[src/design/itrq_pkg.sv]
// Shared types, codes and constants of the quarter-turn tile rotator.
package itrq_pkg;

   // Default configuration of the store
   localparam int MAX_SIDE_DEF   = 64;
   localparam int PIXEL_BITS_DEF = 24;

   // Fixed field widths
   localparam int PIX_FIELD_W = 24;
   localparam int ANGLE_W     = 10;
   localparam int SIZE_W      = 7;
   localparam int CSR_INDEX_W = 3;
   localparam int CSR_DATA_W  = 10;

   // Register indexes
   localparam logic [CSR_INDEX_W-1:0] CSR_ANGLE = 3'd0;
   localparam logic [CSR_INDEX_W-1:0] CSR_ROWS  = 3'd1;
   localparam logic [CSR_INDEX_W-1:0] CSR_COLS  = 3'd2;
   localparam logic [CSR_INDEX_W-1:0] CSR_WHOLE = 3'd3;

   // Supported angle magnitudes
   localparam logic [ANGLE_W-1:0] ANGLE_0   = 10'd0;
   localparam logic [ANGLE_W-1:0] ANGLE_90  = 10'd90;
   localparam logic [ANGLE_W-1:0] ANGLE_180 = 10'd180;
   localparam logic [ANGLE_W-1:0] ANGLE_270 = 10'd270;
   localparam logic [ANGLE_W-1:0] ANGLE_360 = 10'd360;

   // Quarter turns
   localparam logic [1:0] TURN_0 = 2'd0;
   localparam logic [1:0] TURN_1 = 2'd1;
   localparam logic [1:0] TURN_2 = 2'd2;
   localparam logic [1:0] TURN_3 = 2'd3;

   // Operation codes
   localparam logic OP_LOAD = 1'b0;
   localparam logic OP_READ = 1'b1;

   typedef enum logic [1:0] {
      STATUS_OK          = 2'd0,
      STATUS_UNSUPPORTED = 2'd1,
      STATUS_NOT_SQUARE  = 2'd2
   } status_type;

   typedef struct packed {
      logic                   operation;
      logic [PIX_FIELD_W-1:0] pixel_in;
   } req_word_type;

   typedef struct packed {
      logic [PIX_FIELD_W-1:0] pixel_out;
      logic                   last;
      status_type             status;
   } rsp_word_type;

   typedef enum logic [1:0] {
      ST_IDLE,
      ST_READ,
      ST_RESP
   } state_type;

   // Controller to datapath
   typedef struct packed {
      logic load_en;
      logic read_start;
      logic mem_rd;
   } ctrl_cmd_type;

   // Datapath to controller
   typedef struct packed {
      logic is_read;
      logic read_err;
   } dp_stat_type;

endpackage

[src/design/itrq_ctrl.sv]
// Controller state machine of the tile rotator: sequences loads, reads and results.
module itrq_ctrl (
   input  logic                 clock,
   input  logic                 reset,
   input  logic                 req_valid,
   output logic                 req_stall,
   output logic                 rsp_valid,
   input  logic                 rsp_stall,
   input  itrq_pkg::dp_stat_type stat,
   output itrq_pkg::ctrl_cmd_type cmd
);

   itrq_pkg::state_type state_ff, state_in;

   // state register
   always_ff @(posedge clock) begin
      if (reset) begin
         state_ff <= itrq_pkg::ST_IDLE;
      end else begin
         state_ff <= state_in;
      end
   end

   // next state and commands
   always_comb begin
      state_in       = state_ff;
      req_stall      = 1'b1;
      rsp_valid      = 1'b0;
      cmd.load_en    = 1'b0;
      cmd.read_start = 1'b0;
      cmd.mem_rd     = 1'b0;
      case (state_ff)
         itrq_pkg::ST_IDLE: begin
            req_stall = 1'b0;
            if (req_valid) begin
               if (stat.is_read) begin
                  cmd.read_start = 1'b1;
                  state_in = stat.read_err ? itrq_pkg::ST_RESP : itrq_pkg::ST_READ;
               end else begin
                  cmd.load_en = 1'b1;
               end
            end
         end
         itrq_pkg::ST_READ: begin
            cmd.mem_rd = 1'b1;
            state_in   = itrq_pkg::ST_RESP;
         end
         itrq_pkg::ST_RESP: begin
            rsp_valid = 1'b1;
            if (!rsp_stall) begin
               state_in = itrq_pkg::ST_IDLE;
            end
         end
         default: begin
            state_in = itrq_pkg::ST_IDLE;
         end
      endcase
   end

endmodule

[config.mk]
export PLATFORM = sky130hd
export DESIGN_NAME = itrq_ctrl
export DESIGN_NICKNAME = d
export VERILOG_FILES = /design/src/design/itrq_pkg.sv /design/src/design/itrq_ctrl.sv
export SDC_FILE = /design/constraint.sdc
export NUM_CORES = 1
export LEC_CHECK = 0
export ABC_CLOCK_PERIOD_IN_PS = 900
export BUFFER_PORTS_ARGS = -buffer_cell sky130_fd_sc_hd__buf_2
export CORE_AREA = 8 8 45 47
export DETAILED_ROUTE_END_ITERATION = 16
export DIE_AREA = 0 0 53 55
export SYNTH_ARGS = -nofsm -noshare
export SYNTH_HDL_FRONTEND = slang
export SYNTH_SLANG_ARGS = --single-unit
[constraint.sdc]
create_clock -name clock -period 0.9 [get_ports clock]
set_input_delay 0.18 -clock clock [delete_from_list [all_inputs] [get_ports clock]]
set_output_delay 0.18 -clock clock [all_outputs]
set_load 0.03 [all_outputs]
# Word level (Yosys, flattened, before mapping)
# Index checks and enable logic that the tools add are counted.
# classes
eq_ne,5
n_mux,12
reduce_logical,2
# ops
operator,n
$mux W2,6
$ne A2 B2 Y1 const B,3
$pmux W2 S3,1
$mux W1,5
$reduce_and A3 Y1,1
$eq A2 B1 Y1 const B,1
$eq A2 B2 Y1 const B,1
$logic_not A2 Y1,1
# word_totals
regBits,2
output_inout_bits,5
word_cells,20

# Logic depth before layout (Yosys ltp)
# depth
ltp_word,4
mapped_depth,3
ltp_nobuf,3

# Least setup slack after synthesis
# OpenSTA, ideal clock, no wires.
# synth_path
path_kind,register to output
startpoint,reg state_ff[0]
endpoint,out cmd[2] (netlist name)
t_arrival_ps,893
slack_ps,-173
path_stages_with_launch,4
n_path_buf,0
cell_sequence,dfxtp_1 > nor2_2 > nand2_1 > nor2_1
# synth_rtl
element,line,text
start: declaration,itrq_ctrl.sv:13,"itrq_pkg::state_type state_ff, state_in;"
start signal: assignment,itrq_ctrl.sv:18,state_ff <= itrq_pkg::ST_IDLE;
start signal: assignment,itrq_ctrl.sv:20,state_ff <= state_in;
end: declaration,itrq_ctrl.sv:10,output itrq_pkg::ctrl_cmd_type cmd

==> impl_metrics.tcl <==
set metrics [dict create \
    nNetsFinal 38 \
    insertedDiodeCount 0 \
    drt_iter0_drc 0 \
    drtAntennaViolNets 0 \
    hold_class "input port to flip-flop" \
    worstPathRequired_ns 0.72 \
    route.final.wire_length_um 449 \
    layout_top_registers "state_ff: 2 flops" \
    avgSynthCellArea_sq_um 7.92 \
    critical_path.endpoint_type "primary output" \
    async_flop_share 0 \
    synth_top_area_cell "sky130_fd_sc_hd__dfxtp_1" \
    fp.dieW_um 53 \
    final_hold_viol_count 0 \
    cts.hold.buffers_added 0 \
    cts.path.max_buffers 2 \
    floorplan.initialDensity 0.0859 \
    synth_cell_types 13 \
    setup_ws_ns -0.277 \
    power_density_mw_per_mm2 1440 \
    insertion_delay_ns 0.22 \
    floorplan.die_area_sq_mm 0.00292 \
    crit_family "flip-flops" \
    vdd_ir_drop_max_uv 543 \
    timing.critical_path.depth 3 \
    clock-sinks 2 \
    setup_viols_final 5 \
    first_global_vias 181 \
    finish.utilization 0.202 \
    first_pass_iters 1 \
    main_flop_type_after_synthesis "sky130_fd_sc_hd__dfxtp_1" \
    critical_path.cell_chain "nor2_4, and3_4, buf_6" \
    critical_path_buf_inv_count 1 \
    cts.htree.levels 1 \
    synthesis.yosys.warnings 0 \
    final.min_clock_period_ns 1.18 \
    grt.overflow.total 0 \
    cp_data_arrival_time_ns 1.00 \
    reg2reg_depth 3 \
    synthesized_instance_count 15 \
    maxClockFrequency_ghz 0.850 \
    cts.reportedPaths.clkPinSlew_ns 0.03 \
    routabilityCongestion 0.671 \
    violations "setup timing" \
    root_buffer "sky130_fd_sc_hd__clkbuf_4" \
    synth_top_area_frac 0.337 \
    synth_enable_flop_cells 0 \
    worst_pin_slew_ns 0.109 \
    timing.slew.headroom 0.928 \
    postLayoutCellArea_sq_um 279 \
    yosysSeqAreaShare 0.337 \
    number_of_flip_flops_in_the_largest_register 2 \
    port_buffer_count 10 \
    crit_path_max_fanout 3 \
    number_of_clock_buffers_inserted_by_tritoncts 3 \
    final-max-slew-violation-count 0 \
    power_leakage_nw 0.140 \
    dp_area_sq_um 208 \
    critical_path.max_stage_delay_ns 0.33 \
    fin_crit_sh 1.31 \
    route.vias.total 154 \
    worstHoldPathCells 2 \
    synth.net_count 21 \
    design.portCount 11 \
    clock_skew_ns 0.00217 \
    max_cap_violations 0 \
    first_pass_grt_wire_length_um 710 \
    largest-register "state_ff" \
    route.detailed.drc 0 \
    mappedNetlistArea_sq_um 119 \
    worstSetupPathType "flip-flop to primary output" \
    antenna_found_initial 0 \
    vias_per_cell 3.35 \
    cts_tree "yes" \
    type_of_element_launching_the_critical_path "flip-flop" \
    outcome "finished with violations" \
    design.core.area_sq_mm 0.00138 \
    global_route.usage.total 0.0349 \
    die_y_um 55 \
    synthesis_stage_register_bit_count 2 \
    pin_count_of_the_biggest_net_entering_global_routing 5 \
    netlist_top_cells_area "sky130_fd_sc_hd__dfxtp_1, sky130_fd_sc_hd__nor3b_2, sky130_fd_sc_hd__and4b_1" \
    placement_rows 14 \
    rsz0062_at_grt "true" \
    layout-area-overhead-vs-synth_pct 135 \
    crit_path_max_delay_cell_type "sky130_fd_sc_hd__dfxtp_2" \
    fraction_of_layout_cells_with_a_size_suffix_above_1 0.767 \
    yosys-top-cells-count "sky130_fd_sc_hd__dfxtp_1, sky130_fd_sc_hd__inv_1" \
    wl_per_cell_um 9.76 \
]
==> final cells by class <==
type | count | area (sq um)
Fill cell | 155 | 1100
Timing Repair Buffer | 12 | 96.3
Multi-Input combinational cell | 11 | 87.6
Sequential cell | 2 | 45.0
Clock buffer | 3 | 22.5
Tap cell | 16 | 20.0
Inverter | 2 | 7.51
==> timing repair <==
item	in CTS	in global routing
gates resized for setup	13	1
endpoints found under the setup margin	5	6
pin swaps	2	1
setup buffers	0	1
==> power by group <==
group	leakage, nW	internal (mW)	switching [mW]
Combinational	0.109	0.0553	0.0569
Clock	0.0138	0.147	0.0467
Sequential	0.0175	0.0919	0.00513
Total	0.140	0.294	0.109
==> final timing paths <==
| check | startpoint | end | slack, ns |
|---|---|---|---|
| setup reg to reg | state_ff[1] | state_ff[0] | 0.04 |
| hold reg to reg | state_ff[0] | state_ff[1] | 0.54 |
| setup / recovery | state_ff[1] | cmd[1] | -0.28 |
| hold / removal | stat[0] | state_ff[0] | 0.14 |
==> stage by stage <==
stage | hold slack (ns) | total power, mW | TNS [ns] | setup WS (ns) | cells
after floorplan | 0.249 | 0.150 | -0.0656 | -0.0580 | 15
after global placement | 0.368 | 0.184 | -0.275 | -0.124 | 42
after detailed placement | 0.372 | 0.184 | -0.277 | -0.128 | 42
after CTS | 0.128 | 0.411 | -1.15 | -0.278 | 45
after global routing | 0.113 | 0.449 | -1.54 | -0.344 | 46
final | 0.136 | 0.403 | -1.21 | -0.277 | 46
==> placed cells by master (no fill, tap or decap), types with 2 or more instances in the layout <==
cell | netlist | layout
sky130_fd_sc_hd__clkbuf_4 | 0 | 3
sky130_fd_sc_hd__inv_1 | 2 | 2
sky130_fd_sc_hd__buf_6 | 0 | 5
sky130_fd_sc_hd__buf_2 | 0 | 5
sky130_fd_sc_hd__buf_4 | 0 | 2
==> logic make-up (layout without fill, tap and decap cells) <==
group | Yosys count | in the layout | synth area share
compound gates | 2 | 2 | 0.0841
buf+inv | 2 | 17 | 0.0632
flops | 2 | 2 | 0.337
simple gates | 9 | 9 | 0.516
==> per-layer routing <==
| metal | track usage | vias up | share of wire |
|---|---|---|---|
| li1 | - | 82 | - |
| met1 | 0.0394 | 62 | 0.48 |
| met5 | 0 | - | 0 |
| met2 | 0.0352 | 10 | 0.35 |
| met3 | 0.0374 | 0 | 0.16 |
| met4 | 0.0259 | 0 | 0 |
(Power assumes the default switching activity.)
